`config.mk`:
```
export PLATFORM = sky130hd
export DESIGN_NAME = lirb_front
export DESIGN_NICKNAME = d
export VERILOG_FILES = /design/src/hdl/lirb_pkg.sv /design/src/hdl/lirb_front.sv
export SDC_FILE = /design/constraint.sdc
export NUM_CORES = 1
export LEC_CHECK = 0
export BUFFER_PORTS_ARGS = -buffer_cell sky130_fd_sc_hd__buf_2
export CAP_MARGIN = 20
export CORE_MARGIN = 2
export CORE_UTILIZATION = 54
export DETAILED_ROUTE_END_ITERATION = 10
export GPL_ROUTABILITY_DRIVEN = 1
export PLACE_DENSITY = 0.76
export REMOVE_ABC_BUFFERS = 1
export SLEW_MARGIN = 20
export SYNTH_ARGS = -nofsm -noshare
export SYNTH_HDL_FRONTEND = slang
export SYNTH_SLANG_ARGS = --single-unit
```
`constraint.sdc`:
```
create_clock -name i_clk -period 5.1 [get_ports i_clk]
set_input_delay 0.255 -clock i_clk [delete_from_list [all_inputs] [get_ports i_clk]]
set_output_delay 0.255 -clock i_clk [all_outputs]
set_load 0.02 [all_outputs]
```
`src/hdl/lirb_pkg.sv`:
```
`default_nettype none

package lirb_pkg;

    // Field widths of the stream items.
    localparam int unsigned ADDR_IN_W = 17;
    localparam int unsigned PIX_W     = 8;
    localparam int unsigned COORD_W   = 16;
    localparam int unsigned WIDTH_W   = 9;
    localparam int unsigned HEIGHT_W  = 8;

    // Bus widths.
    localparam int unsigned S_TDATA_W = 64;
    localparam int unsigned M_TDATA_W = 32;
    localparam int unsigned PADDR_W   = 4;
    localparam int unsigned PDATA_W   = 32;

    // Blend arithmetic.
    localparam int unsigned WT_W       = 16;
    localparam int unsigned PROD_W     = PIX_W + WT_W;
    localparam int unsigned SUM_W      = PROD_W + 2;
    localparam logic [WT_W-1:0]  WEIGHT_ONE = 16'hFFFF;
    localparam logic [SUM_W-1:0] ROUND_HALF = 26'd32768;
    localparam int unsigned SUM_SHIFT  = 16;

    // Front queue between the front and back parts.
    localparam int unsigned QUEUE_DEPTH = 4;
    localparam int unsigned QPTR_W      = 2;
    localparam int unsigned QCNT_W      = 3;

    // Register map, index is paddr[3:2].
    localparam int unsigned REG_IDX_W = 2;
    localparam logic [REG_IDX_W-1:0] REG_INTERP = 2'd0;
    localparam logic [REG_IDX_W-1:0] REG_WIDTH  = 2'd1;
    localparam logic [REG_IDX_W-1:0] REG_HEIGHT = 2'd2;

    localparam logic                RST_INTERP = 1'b1;
    localparam logic [WIDTH_W-1:0]  RST_WIDTH  = 9'd256;
    localparam logic [HEIGHT_W-1:0] RST_HEIGHT = 8'd128;

    typedef enum logic [0:0] {
        KIND_LOAD  = 1'b0,
        KIND_REMAP = 1'b1
    } t_kind;

    typedef struct packed {
        t_kind                kind;
        logic [ADDR_IN_W-1:0] load_addr;
        logic [PIX_W-1:0]     load_byte;
        logic [COORD_W-1:0]   coord_x;
        logic [COORD_W-1:0]   coord_y;
    } t_item;

    typedef struct packed {
        logic                interp_enable;
        logic [WIDTH_W-1:0]  map_width;
        logic [HEIGHT_W-1:0] map_height;
    } t_cfg;

endpackage

`default_nettype wire

```
`src/hdl/lirb_front.sv`:
```
`default_nettype none

module lirb_front #(
    parameter int unsigned STORE_DEPTH = 131072
) (
    input  wire                                i_clk,
    input  wire                                i_rst_n,
    input  wire                                i_s_tvalid,
    output logic                               o_s_tready,
    // [16:0] load_addr, [24:17] load_byte, [40:25] coord_x, [56:41] coord_y
    input  wire [lirb_pkg::S_TDATA_W-1:0]      i_s_tdata,
    // [0] func
    input  wire                                i_s_tuser,
    output lirb_pkg::t_item                    o_item,
    output logic                               o_item_vld,
    input  wire                                i_pop
);

    lirb_pkg::t_item r_q [lirb_pkg::QUEUE_DEPTH];
    logic [lirb_pkg::QPTR_W-1:0] r_wr_ptr;
    logic [lirb_pkg::QPTR_W-1:0] r_rd_ptr;
    logic [lirb_pkg::QCNT_W-1:0] r_count;
    lirb_pkg::t_item n_item;
    logic            keep;
    logic            push;
    logic            pop;

    // Decode the transfer into an item; loads past the store are dropped here.
    always_comb begin
        n_item.kind      = i_s_tuser ? lirb_pkg::KIND_REMAP : lirb_pkg::KIND_LOAD;
        n_item.load_addr = i_s_tdata[16:0];
        n_item.load_byte = i_s_tdata[24:17];
        n_item.coord_x   = i_s_tdata[40:25];
        n_item.coord_y   = i_s_tdata[56:41];
        keep = (n_item.kind == lirb_pkg::KIND_REMAP) ||
               (32'(n_item.load_addr) < STORE_DEPTH);
    end

    assign o_s_tready = (r_count != lirb_pkg::QCNT_W'(lirb_pkg::QUEUE_DEPTH));
    assign o_item_vld = (r_count != '0);
    assign o_item     = r_q[r_rd_ptr];
    assign push       = i_s_tvalid && o_s_tready && keep;
    assign pop        = i_pop && o_item_vld;

    // Queue storage.
    always_ff @(posedge i_clk) begin
        if (push) begin
            r_q[r_wr_ptr] <= n_item;
        end
    end

    // Queue pointers and fill count.
    always_ff @(posedge i_clk) begin
        if (!i_rst_n) begin
            r_wr_ptr <= '0;
            r_rd_ptr <= '0;
            r_count  <= '0;
        end else begin
            if (push) begin
                r_wr_ptr <= r_wr_ptr + 1'b1;
            end
            if (pop) begin
                r_rd_ptr <= r_rd_ptr + 1'b1;
            end
            if (push && !pop) begin
                r_count <= r_count + 1'b1;
            end else if (pop && !push) begin
                r_count <= r_count - 1'b1;
            end
        end
    end

    a_count_bound: assert property (@(posedge i_clk) disable iff (!i_rst_n)
        r_count <= lirb_pkg::QCNT_W'(lirb_pkg::QUEUE_DEPTH))
        else $error("queue count beyond depth");

    a_count_up: assert property (@(posedge i_clk) disable iff (!i_rst_n)
        (push && !pop) |=> (r_count == $past(r_count) + 1'b1))
        else $error("queue count did not grow on push");

    a_count_down: assert property (@(posedge i_clk) disable iff (!i_rst_n)
        (pop && !push) |=> (r_count == $past(r_count) - 1'b1))
        else $error("queue count did not shrink on pop");

endmodule

`default_nettype wire

```
* Yosys cells after proc, flatten, opt, wreduce, memory -nomap -nowiden *
Memory sizes are Yosys's and may differ from the RTL's. A register that Yosys moved wholly into a read port is not among the register bits.
Cells that the tools add are included.

word-level totals
  flip-flop bits (word level) = 7
  memory bits (writable) = 232
  input bits = 69
  output and inout bits = 60
  word-level logic and storage cells = 24
  memories = 1

cells by class
  add/sub/neg operators = 4
  equality and inequality tests = 1
  muxes and demuxes = 7
  reduce and logical (&&, ||, !) cells = 8

memory list
  name  depth  bits a word  rd ports  clocked after Yosys merged registers in  write ports  RTL line          RTL
  r_q   4      58           1         1                                        1            lirb_front.sv:19  lirb_pkg::t_item r_q [lirb_pkg::QUEUE_DEPTH];

operators with widths
  cell                                                                count
  3-bit two-way mux                                                   2
  2-bit by 1-bit adder with 2-bit output, second input constant       2
  1-bit logical AND                                                   4
  2-bit two-way mux                                                   2
  3-bit by 1-bit adder with 3-bit output, second input constant       1
  1-bit two-way mux                                                   3
  3-bit != test, second input constant                                1
  3-bit nonzero test                                                  1
  3-bit by 1-bit subtractor with 3-bit output, second input constant  1
  1-bit zero test                                                     2
  2-bit nonzero test                                                  1

* Depth between registers and ports, before layout *
Gate-level depths: netlist of the first run.

  word-level depth = 6
  depth in mapped cells = 8
  mapped depth without buffers = 8

* Least setup slack after synthesis of the first run *
OpenSTA, ideal clock, no wires.

  path kind = flip-flop to flip-flop
  start = reg r_count[0] (netlist name)
  end = mem r_q[0][0] (netlist name), enable pin
  library setup time = 422 ps
  arrival time = 2,191 ps
  data required time = 4,678 ps
  slack = 2,487 ps
  stages on the path, launching flop included = 4
  buffers on the path = 0
  clock period less this slack = 2,613 ps
  cells stage by stage = dfxtp_1 > nor2_1 > a21boi_2 > and2_1

between the ends
  longest elaborated chain between the ends = 4

RTL lines
  what                                     RTL line          RTL
  start, declared                          lirb_front.sv:22  logic [lirb_pkg::QCNT_W-1:0] r_count;
  start signal, assigned                   lirb_front.sv:66  r_count <= r_count + 1'b1;
  start signal, assigned                   lirb_front.sv:68  r_count <= r_count - 1'b1;
  3-bit != test                            lirb_front.sv:39  assign o_s_tready = (r_count != lirb_pkg::QCNT_W'(lirb_pkg::QUEUE_DEPTH));
  1-bit logical AND                        lirb_front.sv:42  assign push = i_s_tvalid && o_s_tready && keep;
  named net push                           lirb_front.sv:25  logic push;
  1-bit two-way mux                        lirb_front.sv:47  if (push) begin
  1-bit two-way mux (implied by the code)  lirb_front.sv:48  r_q[r_wr_ptr] <= n_item;
  end, declared                            lirb_front.sv:19

The timed path passes the listed nets, and every way through them passes these cells.

==> results of run 1 <==
## where the power goes
group,internal [mW],switching [mW],total [mW],leakage (nW)
registers,2.41,0.150,2.56,2.20
logic,0.593,0.702,1.30,1.17
clock network,0.922,0.655,1.58,0.357
total,3.93,1.51,5.43,3.73
## how the worst min path moves through the flow
stage | cells after the start | start | slack [ns] | to
floorplan | 0 | i_s_tdata[41] | 0.35 | r_q[0][0]
finish | 2 | i_rst_n | 0.10 | r_count[1]
global route | 2 | i_rst_n | 0.09 | flop
global placement | 1 | i_s_tdata[51] | 0.46 | r_q[0][10]
detailed placement | 1 | i_s_tdata[15] | 0.47 | r_q[3][55]
CTS | 2 | i_rst_n | 0.08 | r_count[1]
## sequential cells by signal, summed over array words and instances, names as in the netlist, named ones only
name      flops
r_count       3
r_rd_ptr      2
r_wr_ptr      2
r_q         232
## cells in the mapped netlist
library cell	n	share of area
a21boi_0	1	0.00085
buf_6	1	0.0013
edfxtp_1	232	0.79
buf_2	3	0.0017
dfxtp_1	9	0.020
xor2_1	1	0.00099
and2_1	8	0.0056
buf_1	3	0.0013
a21boi_2	1	0.0013
xnor2_1	3	0.0030
o21ai_0	1	0.00056
ha_1	5	0.0071
nor2b_1	1	0.00071
nor2_1	1	0.00042
inv_1	3	0.0013
nand2_1	5	0.0021
clkbuf_1	1	0.00042
mux4_2	58	0.15
o311ai_0	1	0.00099
buf_4	3	0.0025
fa_1	1	0.0023
buf_12	3	0.0068
or3_1	2	0.0014
o31ai_1	1	0.00085
mux2i_1	3	0.0034
## worst register-to-register path, delay by kind of cell, from the launching register on
kind            cells  cell delay (ns)
xor+xnor            1             0.18
flops               1             0.45
fa+ha+maj           2             0.63
simple gates        2             0.42
buf+inv             1             0.06
compound gates      2             0.56
## final cells by class
type,count,area [µm²],area share
clock buffers,34,679.4,0.06205
clock inverters,9,40.04,0.003657
inverters,3,11.26,0.001028
multi-input cells,93,1595,0.1457
flip-flops and latches,241,7152,0.6532
well taps,216,270.3,0.02468
repair buffers,181,1201,0.1097
## per-layer routing
| metal | vias up | global-route usage | share of wire |
|---|---|---|---|
| met5 | - | 0 | 0.00085 |
| met4 | 2 | 0.04529 | 0.017 |
| met3 | 29 | 0.03268 | 0.058 |
| met2 | 134 | 0.3232 | 0.52 |
| met1 | 2117 | 0.2389 | 0.40 |
| li1 | 1882 | - | - |
## cells in the final DEF (no fill, tap or decap), drive strengths merged
master / Yosys / final
dlygate4sd3: 0 / 58
clkinv: 0 / 9
dfxtp: 9 / 9
ha: 5 / 5
buf: 13 / 123
nand2: 5 / 5
and2: 8 / 8
mux4: 58 / 58
o21ai: 1 / 1
or3: 2 / 2
inv: 3 / 3
fa: 1 / 1
xor2: 1 / 1
nor2b: 1 / 1
clkbuf: 1 / 34
a21boi: 2 / 2
xnor2: 3 / 3
o311ai: 1 / 1
o31ai: 1 / 1
mux2i: 3 / 3
nor2: 1 / 1
edfxtp: 232 / 232
## metrics by stage
| stage | hold WS [ns] | area, µm² | util |
|---|---|---|---|
| floorplan | 0.3539 | 8743 | - |
| global placement | 0.4632 | 9649 | 0.6052 |
| detailed placement | 0.4711 | 9649 | 0.6052 |
| CTS | 0.08203 | 10950 | 0.6868 |
| global route | 0.09181 | 10950 | 0.6868 |
| finish | 0.1008 | 10950 | 0.6868 |
## cell families after synthesis
logic type,share of synthesized area
buf+inv,0.01524
fa+ha+maj,0.009313
mux,0.1507
flops,0.8060
xor+xnor,0.003952
simple gates,0.01030
compound gates,0.004515
## timing repair
| action | CTS | global route |
|---|---|---|
| hold endpoints to repair | 232 | 0 |
| setup buffers | 0 | 0 |
| hold buffers | 58 | 0 |
==> impl_metrics.csv, run 1 <==
group,metric,value,unit
clock_network,cts_resized,0,
clock_network,path_clk_slew,0.06,ns
detailed_routing,drcViolationCount,0,
worst_setup_path,worstSetupPathType,"reg2out",
die,die_area,17460,µm²
timing,finalSetupViolCount,0,
timing,worstMarginPinSlew,0.9333,ns
worst_setup_path,ff2ff_setup_slack,2.69,ns
detailed_routing,wirelength,15370,µm
clock_network,cts_sinks,241,
timing,finalCriticalPeriod,2.918,ns
clock_network,cts_made_buffers,24,
worst_setup_path,rr_worst_depth,8,
logic_synthesis,ys_seq_elements,241,
cells_and_area,diodes,0,
die,num_rows,46,
logic_synthesis,synth.avg_cell_area,25.26,µm²
logic_synthesis,seq_area_frac_synth,0.8060,
logic_synthesis,netlist_instances,351,
timing,fmax,342.7,MHz
timing,slew_viol_final,0,
worst_setup_path,crit_cells,3,
die,dieWidth,132.1,µm
power_and_ir_drop,ir_drop,0.3765,mV
worst_setup_path,setup.worst_path.end,"o_item[26]",
die,dieHeight,132.1,µm
flow_run,cap_violations,0,
clock_network,cts_tree,"built",
worst_setup_path,path_cells,"buf_4, mux4_2, buf_2",
clock_network,clkLatencyLatePin,0.49,ns
timing,hold_violations,0,
cells_and_area,stdcell_count,777,
place,placedCellCount,676,
place,place.gp.congestion,0.6708,
power_and_ir_drop,p_per_area,496.2,nW/µm²
worst_setup_path,crit_path_top_delay_cell,"dfxtp_4",
detailed_routing,wire_per_inst,19.78,µm
worst_setup_path,crit_fanout,36,
global_route,grt_pass1_vias,4657,
detailed_routing,dr_total_vias,4164,
clock_network,clock_path_buffers,3,
global_route,grt_start_max_net_pins,59,
global_route,grt_pass1_wl,24580,µm
logic_synthesis,synth_cell_type_count,25,
worst_setup_path,cp-end-kind,"output pin",
global_route,grt_remaining_overflow,0,
clock_network,h-tree-depth,1,
worst_setup_path,cp_slowest_stage_delay,0.85,ns
detailed_routing,drt_first_pass_iters,4,
worst_hold_path,hold_class,"in2reg",
timing,fin_tns_setup,0,ns
power_and_ir_drop,leakage,3.729,nW
worst_setup_path,critPathArrivalTime,2.66,ns
worst_setup_path,path_buf_inv,2,
timing,post-route-period-util,0.5721,
detailed_routing,drtIter0Drc,254,
place,place_ws,2.589,ns
timing,rsz0062_at_grt,"false",
cells_and_area,final_nets,619,
place,numPortBuffers,121,
timing,timing.final.ws_setup,2.182,ns
cells_and_area,area_growth,23.48,%
cells_and_area,fillCellCount,1004,
global_route,grt_antenna_before_repair,1,
cells_and_area,drive_gt1_frac,0.3922,
place,dp_hpwl,8180,µm
power_and_ir_drop,p_total,5.433,mW
status,status,"completed",
timing,max_slew_margin,0.3778,
timing,skew,0.007347,ns
worst_setup_path,cp_top_family,"flip-flops",
logic_synthesis,yosys_warnings,0,
detailed_routing,ant_nets,0,
worst_setup_path,r2r_start,"r_count[0]",
clock_network,clockRootBuffer,"clkbuf_16",
die,start_util,0.5562,
global_route,globalRouteTotalUtil,0.1829,
detailed_routing,avgViaCountPerCell,5.359,
die,core_area,15940,µm²
worst_setup_path,crit_path_start_kind,"flop",
worst_setup_path,cp.required,4.85,ns
worst_setup_path,worstReg2RegEnd,"r_count[2]",
die,ios,129,
logic_synthesis,netlist_area,8867,µm²
Note: power is estimated with default switching activity, not from simulation.
==> run 2: changes to the inputs <==
--- a/config.mk
+++ b/config.mk
@@ -5,6 +5,7 @@
 export SDC_FILE = /design/constraint.sdc
 export NUM_CORES = 1
 export LEC_CHECK = 0
+export ABC_AREA = 1
 export BUFFER_PORTS_ARGS = -buffer_cell sky130_fd_sc_hd__buf_2
 export CAP_MARGIN = 20
 export CORE_MARGIN = 2
==> constraint.sdc (replaced) <==
create_clock -name i_clk -period 2.7 [get_ports i_clk]
set_input_delay 0.135 -clock i_clk [delete_from_list [all_inputs] [get_ports i_clk]]
set_output_delay 0.135 -clock i_clk [all_outputs]
set_load 0.02 [all_outputs]
==> run 2 against run 1 <==
Utilization decreased by 0.70 points. Sequential power up 84%. Total power is 94% higher. Area after synthesis grew 3.2%. Largest cell class unchanged.
==> impl_metrics.csv, run 2 <==
group,metric,value,unit
status,status,"completed",
worst_setup_path,cp_top_family,"buffers and inverters",
clock_network,h-tree-depth,1,
logic_synthesis,synthTopCellsByCount,"edfxtp_1 (232), nor2_1 (120), o21ai_0 (111)",
clock_network,clkLatencyLatePin,0.50,ns
detailed_routing,drt_first_pass_iters,6,
logic_synthesis,ys_seq_elements,241,
timing,rsz0062_at_grt,"false",
cells_and_area,largest_register,"r_q",
die,num_rows,47,
logic_synthesis,synth-main-ff-cell,"edfxtp_1",
timing,fmax,403.1,MHz
timing,timing.final.ws_setup,0.2192,ns
cells_and_area,final_nets,883,
clock_network,cts_resized,0,
global_route,grt_start_max_net_pins,117,
clock_network,clockRootBuffer,"clkbuf_16",
die,start_util,0.5517,
global_route,grt_pass1_wl,29670,µm
die,core_area,16580,µm²
worst_setup_path,cp.required,2.57,ns
worst_setup_path,crit_cells,4,
worst_setup_path,worstSetupPathType,"reg2out",
logic_synthesis,synth_cell_type_count,26,
logic_synthesis,yosys_warnings,0,
clock_network,cts_made_buffers,24,
timing,skew,0.008975,ns
power_and_ir_drop,ir_drop,0.6270,mV
clock_network,clock_path_buffers,3,
logic_synthesis,yosys.area.top_type,"edfxtp_1",
power_and_ir_drop,p_per_area,936.3,nW/µm²
cells_and_area,diodes,0,
detailed_routing,drcViolationCount,0,
die,dieWidth,134.2,µm
place,place.gp.congestion,0.8534,
cells_and_area,final_common_cell,"edfxtp_1",
clock_network,post_cts_buffers,0,
logic_synthesis,synth_top_area_share,0.7615,
power_and_ir_drop,seqPwrFrac,0.446,
timing,holdWs,0.3850,ns
timing,hold_violations,0,
logic_synthesis,synth_edf_count,232,
place,dp_hpwl,9845,µm
clock_network,cts_sinks,241,
worst_setup_path,r2r_start,"r_count[1]",
logic_synthesis,netlist_area,9149,µm²
detailed_routing,ant_nets,0,
cells_and_area,layout_common_cells,"edfxtp_1 (232), buf_2 (121), nor2_1 (116)",
detailed_routing,dr_total_vias,5778,
worst_setup_path,crit_path_top_delay_cell,"inv_6",
detailed_routing,avgViaCountPerCell,5.524,
worst_setup_path,path_buf_inv,2,
logic_synthesis,synth_area_leaders,"edfxtp_1 (76%), o21ai_0 (6.1%), nor2_1 (4.9%)",
global_route,globalRouteTotalUtil,0.2096,
worst_setup_path,ff2ff_setup_slack,0.41,ns
power_and_ir_drop,power_frac_comb,0.263,
worst_setup_path,cp_slowest_stage_delay,0.65,ns
power_and_ir_drop,p_int,7.183,mW
clock_network,path_clk_slew,0.06,ns
cells_and_area,largest_reg_flops,232,
die,ios,129,
worst_setup_path,critPathArrivalTime,2.35,ns
worst_setup_path,worstReg2RegEnd,"r_count[1]",
clock_network,cts_tree,"built",
logic_synthesis,netlist_instances,629,
cells_and_area,drive_gt1_frac,0.2179,
cells_and_area,area_growth,23.22,%
worst_setup_path,crit_path_start_kind,"flop",
worst_hold_path,hold_class,"in2reg",
worst_setup_path,path_cells,"inv_6, o21ai_0, o22ai_1, buf_2",
timing,worstMarginPinSlew,0.8572,ns
logic_synthesis,yosysMostFrequentCell,"edfxtp_1",
timing,slew_viol_final,0,
power_and_ir_drop,clockPowerShare,0.291,
timing,post-route-period-util,0.9188,
global_route,grt_pass1_vias,5965,
logic_synthesis,async_flop_share,0,
power_and_ir_drop,switchingPower,3.372,mW
worst_setup_path,crit_fanout,116,
global_route,grt_antenna_before_repair,0,
logic_synthesis,synth.avg_cell_area,14.54,µm²
place,place_ws,0.4831,ns
die,die_area,18000,µm²
timing,finalSetupViolCount,0,
die,dieHeight,134.2,µm
timing,finalCriticalPeriod,2.481,ns
worst_setup_path,setup.worst_path.end,"o_item[54]",
timing,max_slew_margin,0.4286,
place,numPortBuffers,121,
logic_synthesis,seq_area_frac_synth,0.7812,
detailed_routing,drtIter0Drc,504,
power_and_ir_drop,leakage,3.999,nW
worst_setup_path,rr_worst_depth,9,
worst_setup_path,cp-end-kind,"output pin",
flow_run,cap_violations,0,
detailed_routing,wire_per_inst,18.25,µm
cells_and_area,reg_top3,"r_q (232), r_count (3)",
detailed_routing,wirelength,19090,µm
power_and_ir_drop,switching_share,0.3195,
global_route,grt_remaining_overflow,0,
## run 2: cell types whose count changed in the layout (fill, tap and decap cells not counted), sizes merged, moves of 4 or more
cell         previous run  this run
o21ai                   1       117
o22ai                   0        58
mux4                   58         0
dlygate4sd3            58        62
and2                    8         0
nand3                   0         4
nor2                    1       130
inv                     3        16
nand2                   5        15
buf                   123       128
## run 2: layout make-up
| class | instances | area [µm²] |
|---|---|---|
| clock inverters | 13 | 85.08 |
| clock buffers | 31 | 648.1 |
| flip-flops and latches | 241 | 7152 |
| multi-input cells | 335 | 1694 |
| well taps | 220 | 275.3 |
| repair buffers | 190 | 1354 |
| fillers | 1168 | 5310 |
| inverters | 16 | 65.06 |
## run 2: what timing repair did
| action | CTS | global route |
|---|---|---|
| hold buffers | 62 | 0 |
| setup endpoints to repair | 0 | 0 |
| endpoints found under the hold margin | 241 | 0 |
## run 2: cell families after synthesis
family | synth area share
xor gates and xnor gates | 0.0009575
and+or+nand+nor | 0.06523
DFF | 0.7812
AOI/OAI and AO/OA | 0.1067
buffers and inverters | 0.03693
adders and majority gates | 0.009026
## run 2: worst min-delay path by stage
stage / from / to / cells after the start
after floorplan: i_s_tdata[41] / r_q[0][0] / 0
after global placement: i_s_tdata[30] / r_q[3][21] / 1
after detailed placement: i_s_tdata[34] / r_q[3][25] / 1
after CTS: i_s_tdata[51] / r_q[0][10] / 2
after global routing: i_s_tdata[25] / r_q[2][16] / 2
final: i_s_tdata[25] / r_q[0][16] / 2
## run 2: worst reg2reg max path, cell delays in order, from the launching register on
cell	delay (ns)
dfxtp_1	0.35
nor2_1	0.15
nand2_1	0.12
nand2_1	0.34
inv_1	0.16
ha_1	0.24
inv_1	0.10
fa_1	0.42
o21ai_0	0.23
nor2_1	0.06
## run 2: routing by layer
layer	vias to the layer above	track usage	part of all wire
li1	2699	-	-
met2	212	0.3702	0.51
met5	-	0	0
met1	2844	0.2711	0.41
met4	0	0.04854	0.011
met3	23	0.04044	0.069
## run 2: power groups by stage
stage / Combinational [mW] / Sequential (mW) / Clock, mW
6_report: 2.77 / 4.71 / 3.07
5_1_grt: 3.01 / 4.74 / 3.28
4_1_cts: 2.78 / 4.71 / 3.12
3_5_place_dp: 2.70 / 4.78 / 0
3_3_place_gp: 2.62 / 4.75 / 0
2_1_floorplan: 1.59 / 4.85 / 0
## run 2: per-stage QoR
step                  util  area (µm²)  power (mW)  TNS, ns  cells
finish              0.6798       11270       10.55        0   1046
global route        0.6798       11270       11.03        0   1046
CTS                 0.6798       11270       10.61        0   1046
detailed placement  0.5982        9920       7.484        0    940
global placement    0.5982        9920       7.372        0    940
floorplan                -        8876       6.434  -272.54    592
==> run 3: changes to the inputs <==
==> constraint.sdc (replaced) <==
create_clock -name i_clk -period 3 [get_ports i_clk]
set_input_delay 0.9 -clock i_clk [delete_from_list [all_inputs] [get_ports i_clk]]
set_output_delay 0.9 -clock i_clk [all_outputs]
set_load 0.02 [all_outputs]
==> run 3 against run 2 <==
Total power fell by 7.5%. Worst hold slack improved by 0.12 ns. First-iteration DRC count is 13% higher. Wire length grew 0.97%. Utilization is 2.7 points lower. Critical path depth increased by 1. Sequential power fell by 9.8%. Clock power down 3%. Combinational power decreased by 8.7%. Register-to-register slack improved by 0.66 ns. Clock-buffer cell count increased by 4. Largest power group unchanged.
==> impl_metrics.csv, run 3 (synthesized netlist as in run 2, its figures left out) <==
group,metric,value,unit
power_and_ir_drop,switching_share,0.3133,
worst_setup_path,critPathArrivalTime,1.96,ns
timing,max_slew_margin,0.6375,
power_and_ir_drop,seqPwrFrac,0.435,
global_route,grt_pass1_wl,28370,µm
timing,timing.final.ws_setup,0.1356,ns
detailed_routing,drt_first_pass_iters,5,
die,start_util,0.5517,
worst_setup_path,cp-end-kind,"output pin",
die,dieHeight,134.2,µm
cells_and_area,register_area,7152,µm²
cells_and_area,final_area,10820,µm²
worst_setup_path,cp_slowest_stage_delay,0.42,ns
global_route,grt_pass1_vias,5591,
detailed_routing,dr_total_vias,5640,
timing,slew_viol_final,0,
timing,post-route-period-util,0.9548,
cells_and_area,layout_common_cells,"edfxtp_1 (232), buf_2 (121), nor2_1 (116)",
worst_setup_path,path_buf_inv,3,
cells_and_area,stdcell_count,994,
timing,hold_violations,0,
clock_network,clockRootBuffer,"clkbuf_16",
place,numPortBuffers,121,
die,dieWidth,134.2,µm
power_and_ir_drop,leakage,3.834,nW
detailed_routing,met3_length,1443,µm
worst_hold_path,hold_class,"reg2reg",
clock_network,cts_tree,"built",
detailed_routing,ant_nets,0,
worst_setup_path,crit_path_top_delay_cell,"dfxtp_2",
clock_network,h-tree-depth,1,
power_and_ir_drop,p_int,6.706,mW
worst_setup_path,ff2ff_setup_slack,1.07,ns
timing,fmax,349.1,MHz
place,place_ws,0.4741,ns
place,placedCellCount,948,
power_and_ir_drop,switchingPower,3.059,mW
timing,holdWs,0.5020,ns
die,core_area,16580,µm²
detailed_routing,wl_met1,7799,µm
global_route,grt_antenna_before_repair,3,
worst_hold_path,min_from,"r_rd_ptr[0]",
global_route,grt_start_max_net_pins,93,
detailed_routing,avgViaCountPerCell,5.674,
cells_and_area,largest_reg_flops,232,
clock_network,clock_path_buffers,3,
cells_and_area,final_nets,831,
power_and_ir_drop,clockPowerShare,0.306,
worst_setup_path,crit_path_start_kind,"flop",
cells_and_area,fillCellCount,1203,
clock_network,postCtsHoldBufs,0,
detailed_routing,drtIter0Drc,567,
power_and_ir_drop,p_per_area,902.7,nW/µm²
worst_setup_path,crit_cells,5,
worst_setup_path,rr_worst_depth,13,
worst_setup_path,crit_fanout,48,
flow_run,cap_violations,0,
detailed_routing,wirelength,19280,µm
clock_network,cts_sinks,241,
worst_hold_path,hold-path-cell-count,2,
die,num_rows,47,
cells_and_area,drive_gt1_frac,0.2484,
cells_and_area,final_common_cell,"edfxtp_1",
timing,worstMarginPinSlew,0.5437,ns
timing,skew,0.009070,ns
worst_setup_path,worstReg2RegEnd,"r_count[2]",
clock_network,path_clk_slew,0.06,ns
detailed_routing,met2_length,9721,µm
cells_and_area,largest_register,"r_q",
timing,finalSetupViolCount,0,
place,dp_hpwl,10460,µm
cells_and_area,area_growth,18.24,%
worst_setup_path,path_cells,"inv_2, buf_12, o21ai_0, o22ai_1, buf_2",
clock_network,clkLatencyLatePin,0.50,ns
worst_setup_path,r2r_start,"r_count[0]",
power_and_ir_drop,ir_drop,0.5958,mV
place,placed_area,9955,µm²
status,status,"completed",
timing,rsz0062_at_grt,"false",
worst_setup_path,cp.required,2.10,ns
worst_setup_path,cp_top_family,"buffers and inverters",
power_and_ir_drop,power_frac_comb,0.259,
detailed_routing,wire_per_inst,19.39,µm
clock_network,cts_made_buffers,24,
die,die_area,18000,µm²
global_route,globalRouteTotalUtil,0.2028,
detailed_routing,drcViolationCount,0,
place,place.gp.congestion,0.8173,
cells_and_area,reg_top3,"r_q (232), r_count (3)",
detailed_routing,routed.top_layer,"met5",
timing,finalCriticalPeriod,2.864,ns
cells_and_area,multi_input_area,1694,µm²
die,ios,129,
timing,fin_tns_setup,0,ns
worst_setup_path,worstSetupPathType,"reg2out",
global_route,grt_remaining_overflow,0,
==> run 3: what timing repair did <==
action,in CTS,in global routing
setup buffers,0,1
resized for setup,1,3
setup endpoints to repair,12,28
gates cloned,0,1
==> run 3: layer usage <==
metal / vias to the layer above / global-route usage
li1: 2598 / -
met1: 2784 / 0.2639
met2: 224 / 0.3452
met3: 30 / 0.04724
met4: 4 / 0.05789
met5: - / 0
==> run 3: cell type report <==
type                       instances  share of cell area
clock buffer                      35             0.06315
tap                              220             0.02545
sequential                       241              0.6611
clock inverter                     8             0.01133
multi-input combinational        335              0.1566
antenna                            1           0.0002313
inverter                          16            0.007055
timing repair buffer             138             0.07506
==> run 3: worst max path at each step <==
stage,endpoint,start,slack (ns)
after floorplan,o_item[24],flop,-1.09
after global placement,o_item[50],flop,0.50
after detailed placement,o_item[34],flop,0.47
after CTS,o_item[29],flop,0.04
after global routing,o_item[20],flop,0.03
final,o_item[12],flop,0.14
==> run 3: metrics by stage <==
| stage | power [mW] | util |
|---|---|---|
| finish | 9.765 | 0.6523 |
| CTS | 9.740 | 0.6490 |
| floorplan | 5.791 | - |
| global route | 10.19 | 0.6523 |
| global placement | 6.649 | 0.6003 |
| detailed placement | 6.755 | 0.6003 |
==> run 3: worst min-delay path, stage by stage, from the launching register on <==
cell	delay [ns]
dfxtp_1	0.32
nand2_1	0.08
a21oi_1	0.06
==> run 3: power by group through the flow <==
stage | registers, mW | logic (mW) | clock network [mW]
floorplan | 4.36 | 1.43 | 0
global placement | 4.28 | 2.37 | 0
detailed placement | 4.31 | 2.45 | 0
CTS | 4.24 | 2.46 | 3.04
global route | 4.27 | 2.74 | 3.17
finish | 4.25 | 2.53 | 2.99
